File: src/hdl/fmc_pkg.sv
// Shared types and constants of the four-motor command controller.
// Used by fmc_alu, fmc_out_reg and the top level; it depends on nothing.
package fmc_pkg;

  localparam logic       ITEM_COMMAND = 1'b0;
  localparam logic       ITEM_TICK    = 1'b1;

  localparam logic [7:0] CODE_TOGGLE_FIRST = 8'h31;
  localparam logic [7:0] CODE_TOGGLE_LAST  = 8'h34;
  localparam logic [7:0] CODE_RAISE        = 8'h5D;
  localparam logic [7:0] CODE_LOWER        = 8'h5B;

  localparam logic [7:0] DUTY_MAX         = 8'd255;
  localparam logic [7:0] START_DUTY_RESET = 8'd125;
  localparam logic [7:0] RAMP_STEP_RESET  = 8'd5;

  localparam logic       REG_START_DUTY = 1'b0;
  localparam logic       REG_RAMP_STEP  = 1'b1;

  typedef enum logic [1:0] {
    MODE_STOP = 2'd0,
    MODE_FWD  = 2'd1,
    MODE_REV  = 2'd2
  } mode_t;

  typedef enum logic [1:0] {
    ALU_PASS    = 2'd0,
    ALU_INC     = 2'd1,
    ALU_SAT_ADD = 2'd2,
    ALU_SAT_SUB = 2'd3
  } alu_op_t;

  typedef struct packed {
    logic [1:0]  motor_id;
    mode_t       mode;
    logic [7:0]  duty;
    logic        enable;
    logic        brake;
    logic        direction;
    logic [31:0] rev_count;
    logic        last;
  } result_t;

endpackage

File: src/hdl/fmc_alu.sv
// Shared arithmetic unit: counter increment and saturating duty add and subtract.
// Depends on fmc_pkg for the operation codes.
module fmc_alu #(
  parameter int W = 32
) (
  input  fmc_pkg::alu_op_t op,
  input  logic [W-1:0]     a,
  input  logic [W-1:0]     b,
  output logic [W-1:0]     y
);
  import fmc_pkg::*;

  logic [8:0] sum9;

  assign sum9 = {1'b0, a[7:0]} + {1'b0, b[7:0]};

  always_comb begin
    y = a;
    case (op)
      ALU_INC: begin
        y = a + W'(1);
      end
      ALU_SAT_ADD: begin
        y = '0;
        y[7:0] = sum9[8] ? DUTY_MAX : sum9[7:0];
      end
      ALU_SAT_SUB: begin
        y = '0;
        y[7:0] = (a[7:0] > b[7:0]) ? (a[7:0] - b[7:0]) : 8'd0;
      end
      default: begin
        y = a;
      end
    endcase
  end

endmodule

File: src/hdl/fmc_out_reg.sv
// Output register of the result channel with its valid/stall handshake.
// Depends on fmc_pkg for the result type.
module fmc_out_reg (
  input  logic             clk,
  input  logic             rst,
  input  logic             load,
  input  fmc_pkg::result_t d,
  input  logic             out_stall,
  output logic             out_valid,
  output fmc_pkg::result_t q,
  output logic             free
);
  import fmc_pkg::*;

  assign free = !out_valid || !out_stall;

  always_ff @(posedge clk) begin
    if (rst) begin
      out_valid <= 1'b0;
    end else if (load) begin
      out_valid <= 1'b1;
    end else if (!out_stall) begin
      out_valid <= 1'b0;
    end
  end

  always_ff @(posedge clk) begin
    if (load) begin
      q <= d;
    end
  end

endmodule

File: src/hdl/four_motor_command_controller.sv
// Four-motor command controller: top level with the motor state and the sequencer.
// Depends on fmc_pkg, fmc_alu and fmc_out_reg.
//
// Requests enter on the input channel (in_valid, in_stall) as a command byte or a
// revolution capture tick. Results leave on the output channel (out_valid, out_stall),
// one result per motor reported, with last set on the final result of a request.
// The registers start_duty and ramp_step are written through cfg_we, cfg_index and
// cfg_data; writing start_duty also loads it into the duty of every motor.
// A request is taken only while the sequencer is idle. A toggle or a capture tick
// passes through the calculate and emit states to the output register, and the
// input opens again once the sequencer is back in idle. A raise or lower command
// visits the motors in turn, each through the calculate state (the shared arithmetic
// unit) and the emit state (loading the output register). Bytes that name no command
// and motors that do not exist give no result.
// The output register lets the next request be accepted while the last result
// still waits. When the receiver stalls, the result holds and the sequencer waits.
// Synchronous reset stops every motor, clears the counts, loads the reset duty and
// drops out_valid.
module four_motor_command_controller #(
  parameter int NUM_MOTORS  = 4,
  parameter int COUNT_WIDTH = 32
) (
  input  logic        clk,
  input  logic        rst,
  input  logic        in_valid,
  output logic        in_stall,
  input  logic        cmd,
  input  logic [7:0]  code,
  input  logic [1:0]  motor_sel,
  output logic        out_valid,
  input  logic        out_stall,
  output logic [1:0]  motor_id,
  output logic [1:0]  mode,
  output logic [7:0]  duty_out,
  output logic        enable_line,
  output logic        brake_line,
  output logic        direction_line,
  output logic [31:0] rev_count,
  output logic        last,
  input  logic        cfg_we,
  input  logic        cfg_index,
  input  logic [7:0]  cfg_data
);
  import fmc_pkg::*;

  localparam int IDX_W = (NUM_MOTORS > 1) ? $clog2(NUM_MOTORS) : 1;
  localparam logic [IDX_W-1:0] LAST_IDX = IDX_W'(NUM_MOTORS - 1);

  typedef enum logic [2:0] {
    ST_IDLE = 3'b001,
    ST_CALC = 3'b010,
    ST_EMIT = 3'b100
  } state_t;

  typedef enum logic [1:0] {
    JOB_TOGGLE = 2'd0,
    JOB_TICK   = 2'd1,
    JOB_RAISE  = 2'd2,
    JOB_LOWER  = 2'd3
  } job_t;

  state_t                  state, state_next;
  job_t                    job, job_next;
  logic [IDX_W-1:0]        idx, idx_next;
  logic [7:0]              ramp_step;
  mode_t                   motor_mode   [NUM_MOTORS];
  logic [7:0]              motor_duty   [NUM_MOTORS];
  logic [COUNT_WIDTH-1:0]  motor_rounds [NUM_MOTORS];

  logic                    accept;
  logic                    take_job;
  logic [7:0]              toggle_motor;
  mode_t                   sel_mode;
  logic [7:0]              sel_duty;
  logic [COUNT_WIDTH-1:0]  sel_rounds;
  logic [COUNT_WIDTH+31:0] rounds_ext;
  logic                    sel_run;
  logic                    is_ramp;
  logic                    final_result;
  alu_op_t                 alu_op;
  logic [COUNT_WIDTH-1:0]  alu_a;
  logic [COUNT_WIDTH-1:0]  alu_b;
  logic [COUNT_WIDTH-1:0]  alu_y;
  logic                    out_load;
  logic                    out_free;
  result_t                 res_d;
  result_t                 res_q;

  assign in_stall = (state != ST_IDLE);
  assign accept   = in_valid && !in_stall;

  assign toggle_motor = code - CODE_TOGGLE_FIRST;

  assign sel_mode   = motor_mode[idx];
  assign sel_duty   = motor_duty[idx];
  assign sel_rounds = motor_rounds[idx];
  assign rounds_ext = {32'd0, sel_rounds};
  assign sel_run    = (sel_mode == MODE_FWD) || (sel_mode == MODE_REV);

  assign is_ramp      = (job == JOB_RAISE) || (job == JOB_LOWER);
  assign final_result = !is_ramp || (idx == LAST_IDX);

  // Request decode and sequencing.
  always_comb begin
    state_next = state;
    job_next   = job;
    idx_next   = idx;
    take_job   = 1'b0;
    out_load   = 1'b0;
    case (state)
      ST_IDLE: begin
        if (accept) begin
          if (cmd == ITEM_TICK) begin
            job_next = JOB_TICK;
            idx_next = IDX_W'(motor_sel);
            take_job = (int'(motor_sel) < NUM_MOTORS);
          end else if (code >= CODE_TOGGLE_FIRST && code <= CODE_TOGGLE_LAST) begin
            job_next = JOB_TOGGLE;
            idx_next = IDX_W'(toggle_motor);
            take_job = (int'(toggle_motor) < NUM_MOTORS);
          end else if (code == CODE_RAISE) begin
            job_next = JOB_RAISE;
            idx_next = '0;
            take_job = 1'b1;
          end else if (code == CODE_LOWER) begin
            job_next = JOB_LOWER;
            idx_next = '0;
            take_job = 1'b1;
          end
          if (take_job) begin
            state_next = ST_CALC;
          end
        end
      end
      ST_CALC: begin
        state_next = ST_EMIT;
      end
      ST_EMIT: begin
        if (out_free) begin
          out_load = 1'b1;
          if (final_result) begin
            state_next = ST_IDLE;
          end else begin
            idx_next   = idx + IDX_W'(1);
            state_next = ST_CALC;
          end
        end
      end
      default: begin
        state_next = ST_IDLE;
      end
    endcase
  end

  always_ff @(posedge clk) begin
    if (rst) begin
      state <= ST_IDLE;
      job   <= JOB_TOGGLE;
      idx   <= '0;
    end else begin
      state <= state_next;
      job   <= job_next;
      idx   <= idx_next;
    end
  end

  always_comb begin
    alu_op = ALU_PASS;
    case (job)
      JOB_TICK:  alu_op = ALU_INC;
      JOB_RAISE: alu_op = ALU_SAT_ADD;
      JOB_LOWER: alu_op = ALU_SAT_SUB;
      default:   alu_op = ALU_PASS;
    endcase
  end

  assign alu_a = (job == JOB_TICK) ? sel_rounds : COUNT_WIDTH'(sel_duty);
  assign alu_b = COUNT_WIDTH'(ramp_step);

  fmc_alu #(
    .W(COUNT_WIDTH)
  ) u_fmc_alu (
    .op (alu_op),
    .a  (alu_a),
    .b  (alu_b),
    .y  (alu_y)
  );

  always_ff @(posedge clk) begin
    if (rst) begin
      ramp_step <= RAMP_STEP_RESET;
    end else if (cfg_we && cfg_index == REG_RAMP_STEP) begin
      ramp_step <= cfg_data;
    end
  end

  always_ff @(posedge clk) begin
    for (int i = 0; i < NUM_MOTORS; i++) begin
      if (rst) begin
        motor_mode[i]   <= MODE_STOP;
        motor_duty[i]   <= START_DUTY_RESET;
        motor_rounds[i] <= '0;
      end else if (cfg_we && cfg_index == REG_START_DUTY) begin
        motor_duty[i] <= cfg_data;
      end else if (state == ST_CALC && idx == IDX_W'(i)) begin
        case (job)
          JOB_TICK: begin
            motor_rounds[i] <= alu_y;
          end
          JOB_TOGGLE: begin
            case (motor_mode[i])
              MODE_STOP: begin
                motor_mode[i]   <= MODE_FWD;
                motor_rounds[i] <= '0;
              end
              MODE_FWD: begin
                motor_mode[i]   <= MODE_REV;
                motor_rounds[i] <= '0;
              end
              MODE_REV: begin
                motor_mode[i] <= MODE_STOP;
              end
              default: begin
                motor_mode[i] <= motor_mode[i];
              end
            endcase
          end
          default: begin
            if (motor_mode[i] != MODE_STOP) begin
              motor_duty[i] <= alu_y[7:0];
            end
          end
        endcase
      end
    end
  end

  always_comb begin
    res_d.motor_id  = 2'(idx);
    res_d.mode      = sel_mode;
    res_d.duty      = sel_run ? sel_duty : 8'd0;
    res_d.enable    = sel_run;
    res_d.brake     = sel_run;
    res_d.direction = (sel_mode == MODE_FWD);
    res_d.rev_count = rounds_ext[31:0];
    res_d.last      = final_result;
  end

  fmc_out_reg u_fmc_out_reg (
    .clk       (clk),
    .rst       (rst),
    .load      (out_load),
    .d         (res_d),
    .out_stall (out_stall),
    .out_valid (out_valid),
    .q         (res_q),
    .free      (out_free)
  );

  assign motor_id       = res_q.motor_id;
  assign mode           = res_q.mode;
  assign duty_out       = res_q.duty;
  assign enable_line    = res_q.enable;
  assign brake_line     = res_q.brake;
  assign direction_line = res_q.direction;
  assign rev_count      = res_q.rev_count;
  assign last           = res_q.last;

endmodule

File: config.mk
export PLATFORM = sky130hd
export DESIGN_NAME = four_motor_command_controller
export DESIGN_NICKNAME = d
export VERILOG_FILES = /design/src/hdl/fmc_pkg.sv /design/src/hdl/fmc_alu.sv /design/src/hdl/fmc_out_reg.sv /design/src/hdl/four_motor_command_controller.sv
export SDC_FILE = /design/constraint.sdc
export NUM_CORES = 1
export LEC_CHECK = 0
export BUFFER_PORTS_ARGS = -buffer_cell sky130_fd_sc_hd__buf_2
export CAP_MARGIN = 5
export CORE_MARGIN = 8
export CORE_UTILIZATION = 55
export DETAILED_ROUTE_END_ITERATION = 7
export PLACE_DENSITY = 0.78
export SLEW_MARGIN = 20
export SYNTH_ARGS = -nofsm -noshare
export SYNTH_HDL_FRONTEND = slang
export SYNTH_SLANG_ARGS = --single-unit
File: constraint.sdc
create_clock -name clk -period 4.8 [get_ports clk]
set_clock_uncertainty 0.1 [all_clocks]
set_input_delay 0.24 -clock clk [delete_from_list [all_inputs] [get_ports clk]]
set_output_delay 0.24 -clock clk [all_outputs]
set_load 0.01 [all_outputs]
## Word level (Yosys, flattened, before mapping)

Memory sizes are Yosys's and may differ from the RTL's. A register that Yosys moved wholly into a read port is not among the register bits.
Cells that the tools add are included.

- Output and inout port bits: 50
- Word-level logic and storage cells: 344
- Memories: 3
- RAM bits: 168
- Bits in registers: 63

- Mux-type cells: 216
- $add $sub $neg: 5
- Bitwise logic cells: 37
- Reductions and logical operators: 36
- Equality and inequality tests: 31
- Order comparisons: 4

Memory list:

| memory | words | width | read ports | clocked after Yosys merged registers in | wr ports | RTL line | source |
|---|---|---|---|---|---|---|---|
| motor_rounds | 4 | 32 | 1 | 1 | 4 | four_motor_command_controller.sv:68 | `logic [COUNT_WIDTH-1:0] motor_rounds [NUM_MOTORS];` |
| motor_duty | 4 | 8 | 1 | 1 | 4 | four_motor_command_controller.sv:67 | `logic [7:0] motor_duty [NUM_MOTORS];` |
| motor_mode | 4 | 2 | 5 | 1 | 4 | four_motor_command_controller.sv:66 | `mode_t motor_mode [NUM_MOTORS];` |

Operator list:

| operator | count |
|---|---|
| 2-to-1 mux 32 bit | 13 |
| 2-to-1 mux 1 bit | 152 |
| case mux 32 bit (3 select lines) | 1 |
| 2-to-1 mux 8 bit | 10 |
| 2-to-1 mux 2 bit | 34 |
| OR 1 bit | 36 |
| adder 32 x 1 -> 32 bit (second input constant) | 1 |
| equality test 2 bit (second input constant) | 11 |
| equality test 2 x 1 -> 1 bit (second input constant) | 8 |
| equality test 8 x 7 -> 1 bit (second input constant) | 2 |
| zero test 2 bit | 6 |
| OR reduction 3 bit | 4 |
| nonzero test 2 bit | 5 |
| adder 8 x 8 -> 9 bit | 1 |
| 2-to-1 mux 3 bit | 3 |
| case mux 3 bit (3 select lines) | 1 |
| greater-or-equal comparator 8 x 6 -> 1 bit (second input constant) | 1 |
| greater-than comparator 8 bit | 1 |
| less-or-equal comparator 8 x 6 -> 1 bit (second input constant) | 1 |
| logical AND 1 bit | 8 |
| < comparator 8 x 3 -> 1 bit (second input constant) | 1 |
| subtractor 8 x 6 -> 8 bit (second input constant) | 1 |
| subtractor 8 bit | 1 |
| inequality test 2 bit (second input constant) | 3 |
| 16 further kinds | 24 |

## Logic depth before layout (Yosys ltp)

Gate-level depths: netlist (run 1).
An unclocked memory read counts as a cell.

- Depth after elaboration: 12
- Mapped depth: 16
- Gate-level depth less buffers: 13

## By module

A second synthesis (run 1) with hierarchy kept.

- Cell total of the unflattened synthesis: 953
- Area, all modules: 11971.5 um2

Modules (own cells, without submodules):

| module | area each (um2) | cells an instance | instances |
|---|---|---|---|
| four_motor_command_controller | 8836.0 | 635 | 1 |
| fmc_alu | 1661.6 | 266 | 1 |
| fmc_out_reg | 1473.9 | 52 | 1 |

## Worst setup path after synthesis (run 1)

OpenSTA, ideal clock, no wires.

- Kind: register to register
- Start: register (tool-made name)
- End: memory motor_duty[0][3], data pin
- Data arrival time: 3611 ps
- Library setup time: 284 ps
- Path slack: 806 ps
- Required time: 4416 ps
- Stages on the path, launching flop included: 14
- Clock period less this slack: 3994 ps
- Path through: dfxtp_1 > buf_2 > buf_4 > mux4_2 > mux2i_1 > inv_1 > ha_1 > clkbuf_1 > nand2b_1 > a31oi_1 > nor4_1 > nor3_1 > a221oi_1 > a21oi_1

RTL lines:

| element | RTL line |
|---|---|
| to (decl) | four_motor_command_controller.sv:67 |

==> results.py, run 1 <==
metrics = {
    "run_status": {
        "outcome": "complete, no violations",
    },
    "run": {
        "drv_cap": 0,
    },
    "place": {
        "dp.final_hpwl_mm": 18.3,
        "gp_routability_congestion": 0.935,
        "placement.io_buffers": 74,
    },
    "floorplan": {
        "core-area_sq_mm": 0.0208,
        "die_y_um": 161,
        "pin_count": 75,
        "start_util_pct": 55.4,
        "die_w_um": 161,
        "num_rows": 53,
        "total_die_area_sq_mm": 0.0259,
    },
    "drt": {
        "vias_per_cell": 6.06,
        "firstDrtPassIters": 5,
        "wl_mm": 27.5,
        "drc": 0,
        "antenna_left": 0,
        "wire_per_inst_um": 21.1,
        "first_iter_violations": 888,
        "routed-via-count": 7896,
    },
    "clock_tree": {
        "tritoncts": "built",
        "clk-insertion-delay-late_ns": 0.53,
        "cts.sinks": 233,
        "cts_root_buffer": "clkbuf_16",
        "ctsLongestPathBuffers": 3,
        "clkTransAtPathRegs_ns": 0.06,
        "cts_buffers": 24,
        "h-tree-depth": 1,
    },
    "logic_synthesis": {
        "synth-edff-count": 215,
        "synth_sequential_area_ratio_pct": 59.1,
        "synth_async_sr_flop_share_pct": 0,
        "synth.lib_cells_used.distinct": 72,
        "synth_area_per_inst_sq_um": 12.5,
        "synthAdderAreaFrac_pct": 3.49,
        "synth_top_area_share_pct": 55.9,
        "synth_compound_gate_area_share_pct": 6.57,
        "synthesis.yosys.warnings": 0,
        "synth-simple-area-share_pct": 15.5,
        "synthMuxAreaShare_pct": 9.30,
        "cell_count_after_synthesis": 924,
        "synth_top_flop_cell": "edfxtp_1",
        "postSynthNetCount": 980,
        "syn_area_sq_mm": 0.0115,
        "post-synth-top-area-cell": "edfxtp_1",
        "synth_top_family_by_area": "simple AND/OR/NAND/NOR gates",
        "area_share_of_xor_xnor_cells_in_the_synthesized_design_pct": 3.11,
        "synth.top_cells.by_area": "edfxtp_1 (56%), mux4_2 (8.0%), nor2_1 (5.5%)",
        "synth.ff_latch_count": 233,
    },
    "finish": {
        "synthToLayoutAreaGrowth_pct": 12.9,
        "fraction_of_layout_cells_with_a_size_suffix_above_1_pct": 19.4,
        "finalNetCount": 1069,
        "num_antenna_cells": 0,
    },
    "setup_path": {
        "critPathCapture": "motor_duty[0][3]",
        "worstPathRequired_ns": 4.93,
        "number_of_cells_on_the_worst_reg_to_reg_path": 14,
        "worstSetupEndpointType": "flop",
        "worstPathMaxFanout": 14,
        "rrSetupSlack_ns": 0.22,
        "worstSetupStartpointType": "flop",
        "critPathArrivalTime_ns": 4.70,
        "worst_path_class_setup": "reg2reg",
        "crit-reg2reg-capture": "motor_duty[0][3]",
    },
    "hold_path": {
        "hp-class": "in2reg",
    },
    "power": {
        "switching_share_pct": 25.8,
        "flop_pwr_share_pct": 48.4,
        "p_comb_share_pct": 15.2,
        "p_int_mw": 3.60,
        "power_frac_clock_pct": 36.5,
        "power_switching_mw": 1.25,
        "p_leak_nw": 4.63,
        "irDropWorstVdd_mv": 0.262,
        "power_per_cell_area_mw_per_mm2": 372,
    },
    "global_route": {
        "grt_start_max_net_pins": 48,
        "grt_use_total_pct": 20.9,
        "grt_pass1_vias": 7778,
        "grt_pass1_wl_mm": 42.7,
        "number_of_antenna_violations_at_the_first_check_in_global_routing": 0,
        "globalRoute.totalOverflow": 0,
    },
    "sta": {
        "finalWorstPathRequiredPeriod_ns": 4.58,
        "timing.hold.ws_ns": 0.0861,
        "fmax_ghz": 0.218,
        "layout_worst_path_cycle_share_pct": 95.4,
        "rsz0062_at_grt": "no",
        "slew_headroom_pct": 24.5,
        "hold_viol": 0,
        "transition_time_of_the_tightest_slew_check_pin_ns": 1.13,
        "aggregate_negative_setup_slack_ns": 0,
        "final-setup-viol-count": 0,
        "report.final.slew_viol_count": 0,
    },
}
## metal layers
metal / part of all wire, % / vias up / global-route usage (%)
met5: 0 / - / 0
met4: 2.4 / 0 / 6.14
met3: 8.5 / 62 / 4.04
met2: 48 / 392 / 34.2
met1: 41 / 3865 / 27.9
li1: - / 3577 / -
## through the flow
step	instance area (sq um)	cells	utilization, %	setup WS, ns	total power, mW
after floorplan	11500	924	-	0.806	2.87
final	13000	1303	62.6	0.222	4.85
after global routing	13000	1303	62.6	0.0387	5.00
after CTS	13000	1302	62.6	0.157	4.86
after global placement	12200	1252	58.6	0.288	3.09
after detailed placement	12200	1252	58.6	0.166	3.09
## cells in the mapped netlist (all sizes together) (3+ instances only)
library cell,n
buf,12
o21ai,20
ha,29
nor2b,11
o211ai,3
mux2i,6
inv,29
mux4,41
nand3b,7
a31oi,5
or3,6
a211oi,4
a221oi,3
xor2,20
nand4,9
nand2b,9
a21o,3
nor2,170
clkbuf,28
or2,4
nand2,78
edfxtp,215
and4,4
o21bai,3
xnor2,21
nand3,12
mux2,8
and2,16
nor4,9
a21oi,50
nor3,26
a41o,5
dfxtp,18
o21a,3
## placed cells by master (no fill, tap or decap), drive strengths merged, types with 4 or more instances in the layout
cell	instances
a211oi	4
a21oi	50
a31oi	5
a41o	5
and2	16
and4	4
buf	93
clkbuf	31
clkinv	8
dfxtp	18
dlygate4sd3	9
edfxtp	215
ha	29
inv	30
mux2	8
mux2i	6
mux4	41
nand2	78
nand2b	9
nand3	12
nand3b	7
nand4	9
nor2	170
nor2b	11
nor3	26
nor4	9
o21ai	20
or2	4
or3	6
xnor2	21
xor2	20
## critical path: stages, from the launching register on
cell      delay, ns
dfxtp_2        0.60
mux4_2         0.65
nand2_1        0.10
and2_1         0.16
inv_1          0.07
ha_1           0.23
fa_1           0.40
nor2b_1        0.16
o211ai_1       0.32
a31o_2         0.26
and2_1         0.19
a221oi_1       0.09
a221oi_1       0.57
clkbuf_2       0.29
a21oi_1        0.09
## kinds of logic (layout without fill, tap and decap cells)
group / after synthesis / in the layout
buffers and inverters: 70 / 174
XOR/XNOR: 41 / 41
adder cells (fa/ha/maj): 31 / 31
AO/OA/AOI/OAI: 119 / 119
flip-flops: 233 / 233
multiplexers: 55 / 55
AND/OR/NAND/NOR: 375 / 375
## power by group through the flow
stage | logic, mW | clock network (mW) | registers [mW]
6_report | 0.735 | 1.77 | 2.34
5_1_grt | 0.792 | 1.85 | 2.35
4_1_cts | 0.721 | 1.79 | 2.34
3_5_place_dp | 0.707 | 0 | 2.39
3_3_place_gp | 0.707 | 0 | 2.38
2_1_floorplan | 0.507 | 0 | 2.37
## worst min-delay path by stage
stage	start	to	cells after the start
after floorplan	cfg_data[0]	ramp_step[0]	2
after global placement	ramp_step[4]	ramp_step[4]	2
after detailed placement	ramp_step[4]	ramp_step[4]	2
after CTS	rst	job[0]	2
after global routing	rst	job[0]	2
final	rst	job[0]	2
## sequential cells by signal, indices dropped and copies added, names as in the netlist, named ones only
register and cells:
motor_rounds 128, u_fmc_out_reg.q 47, motor_duty 32, motor_mode 8
ramp_step 8, state 3, idx 2, job 2
u_fmc_out_reg.out_valid 1
## final cells by class
class                   instances  area [sq um]
fillers                      1584          7790
multi-input cells             621          4410
clock inverters                11           118
flip-flops and latches        233          6820
repair buffers                103           608
inverters                      30           113
clock buffers                  30           623
well taps                     275           344
## what timing repair did
item | CTS | global route
hold buffers | 9 | 0
setup buffers | 0 | 0
gates resized for setup | 0 | 0
endpoints found under the hold margin | 11 | 0
Power figures use the tool's default switching activity.
==> run 2: changes to the inputs <==
Settings changed: CORE_MARGIN 8 to 4, SETUP_SLACK_MARGIN set to 0.4.
==> run 2 against run 1 <==
Against the previous run: first-iteration DRC count fell by 2.9%; largest power group unchanged; sequential share of layout area decreased by 0.44 points; sequential power about the same; highest routed layer unchanged.
==> results.py, run 2 (same netlist as run 1, synthesis figures left out) <==
metrics = {
    "run_status": {
        "outcome": "complete, no violations",
    },
    "place": {
        "placedCellCount": 1251,
        "gp_routability_congestion": 0.921,
        "placement.io_buffers": 74,
        "dp.final_hpwl_mm": 18.2,
    },
    "power": {
        "power_frac_clock_pct": 37.7,
        "switching_share_pct": 26.4,
        "p_int_mw": 3.66,
        "power_switching_mw": 1.31,
        "p_comb_share_pct": 15.1,
        "power_per_cell_area_mw_per_mm2": 379,
        "fin_total_pwr_mw": 4.98,
        "irDropWorstVdd_mv": 0.179,
        "p_leak_nw": 4.69,
        "flop_pwr_share_pct": 47.1,
    },
    "setup_path": {
        "critPathArrivalTime_ns": 4.34,
        "number_of_cells_on_the_worst_reg_to_reg_path": 12,
        "worst_path_class_setup": "reg2reg",
        "worstSetupEndpointType": "flop",
        "crit-reg2reg-capture": "motor_rounds[1][7]",
        "rrSetupSlack_ns": 0.61,
        "worstPathRequired_ns": 4.95,
        "worstPathMaxFanout": 12,
        "worstSetupStartpointType": "flop",
    },
    "floorplan": {
        "core-area_sq_mm": 0.0204,
        "die_y_um": 153,
        "total_die_area_sq_mm": 0.0234,
        "start_util_pct": 56.5,
        "pin_count": 75,
        "die_w_um": 153,
        "num_rows": 52,
    },
    "clock_tree": {
        "clkTransAtPathRegs_ns": 0.06,
        "cts.sinks": 233,
        "cts_root_buffer": "clkbuf_16",
        "tritoncts": "built",
        "clk-insertion-delay-late_ns": 0.53,
        "cts_buffers": 24,
        "ctsLongestPathBuffers": 3,
        "h-tree-depth": 1,
    },
    "finish": {
        "postLayoutCoreUtil_pct": 64.3,
        "max_reg_flops": 128,
        "mostFrequentLayoutCell": "edfxtp_1",
        "num_antenna_cells": 0,
        "fraction_of_layout_cells_with_a_size_suffix_above_1_pct": 20.4,
        "regs_by_ff_count": "motor_rounds x128, u_fmc_out_reg.q x47, motor_duty x32",
        "layout_common_cells": "edfxtp_1 (215), nor2_1 (170), nand2_1 (78), buf_2 (74), a21oi_1 (49)",
        "synthToLayoutAreaGrowth_pct": 13.9,
        "multi_input_area_sq_mm": 0.00445,
        "finalNetCount": 1072,
        "top_register": "motor_rounds",
        "final-seq-area_sq_mm": 0.00682,
        "fillers": 1512,
        "final_cell_count_no_fill": 1304,
    },
    "hold_path": {
        "holdCritStartpoint": "cmd",
        "hp-class": "in2reg",
        "timing.hold.worst_endpoint": "job[1]",
        "hold-path-cell-count": 4,
    },
    "drt": {
        "routed-via-count": 7943,
        "drc": 0,
        "wire_per_inst_um": 21.2,
        "vias_per_cell": 6.09,
        "antenna_left": 0,
        "wl_mm": 27.6,
        "first_iter_violations": 862,
        "firstDrtPassIters": 5,
    },
    "sta": {
        "aggregate_negative_setup_slack_ns": 0,
        "transition_time_of_the_tightest_slew_check_pin_ns": 1.04,
        "slew_headroom_pct": 30.2,
        "report.final.slew_viol_count": 0,
        "layout_worst_path_cycle_share_pct": 87.3,
        "finalWorstPathRequiredPeriod_ns": 4.19,
        "hold_viol": 0,
        "rsz0062_at_grt": "yes",
        "fmax_ghz": 0.239,
        "final-setup-viol-count": 0,
    },
    "global_route": {
        "grt_start_max_net_pins": 48,
        "grt_pass1_wl_mm": 43.1,
        "number_of_antenna_violations_at_the_first_check_in_global_routing": 0,
        "grt_use_total_pct": 23.2,
        "globalRoute.totalOverflow": 0,
        "grt_pass1_vias": 7694,
    },
    "run": {
        "drv_cap": 0,
    },
}
[run 2: repair_timing]
| action | CTS | global route |
|---|---|---|
| setup endpoints to repair | 16 | 44 |
| gates resized for setup | 2 | 4 |
| hold buffers | 9 | 0 |
| cloned | 0 | 0 |
| hold endpoints to repair | 13 | 0 |
| setup buffers | 0 | 0 |
[run 2: how the worst max path moves through the flow]
stage,startpoint,to,slack [ns],cells after the start
6_report,flop,motor_rounds[1][7],0.61,12
5_1_grt,flop,motor_rounds[1][7],0.29,12
4_1_cts,flop,motor_rounds[1][7],0.39,12
3_5_place_dp,flop,motor_duty[2][2],0.25,11
3_3_place_gp,flop,motor_duty[0][3],0.47,11
2_1_floorplan,flop,motor_duty[0][3],0.81,13
[run 2: stage by stage]
step                worst slack [ns]  hold slack (ns)  cell area [sq um]
detailed placement             0.250            0.377              12200
CTS                            0.385           0.0303              13100
global route                   0.293           0.0772              13100
global placement               0.471            0.374              12200
finish                         0.608           0.0389              13100
floorplan                      0.806            0.264              11500
[run 2: routing by layer]
| metal | GRT usage, % | routed length [um] | share of wire (%) | up-vias |
|---|---|---|---|---|
| met2 | 37.1 | 12900 | 47 | 432 |
| met5 | 0 | 0 | 0 | - |
| met4 | 6.66 | 763 | 2.8 | 0 |
| met3 | 4.07 | 2720 | 9.8 | 61 |
| met1 | 33.3 | 11300 | 41 | 3867 |
| li1 | - | - | - | 3583 |
[run 2: worst max-delay path, stage by stage, from the launching register on]
cell	delay, ns
dfxtp_2	0.57
buf_4	0.25
mux4_2	0.56
and2_1	0.21
a21o_1	0.20
ha_1	0.25
or4_1	0.54
o21ai_0	0.10
a31oi_1	0.09
xor2_1	0.18
a32oi_1	0.49
o211a_1	0.31
nor2_1	0.06
[run 2: area by class of cell]
class                   count  area share, %
clock buffers              27           4.65
clock inverters            17           1.37
well taps                 270           2.57
flip-flops and latches    233           51.9
repair buffers            106           4.82
multi-input cells         621           33.9
inverters                  30          0.857
[run 2: power groups by stage]
stage,sequential (mW),combinational (mW),clock (mW)
2_1_floorplan,2.37,0.507,0
3_3_place_gp,2.38,0.712,0
6_report,2.35,0.754,1.88
4_1_cts,2.35,0.727,1.89
5_1_grt,2.35,0.814,1.98
3_5_place_dp,2.39,0.711,0
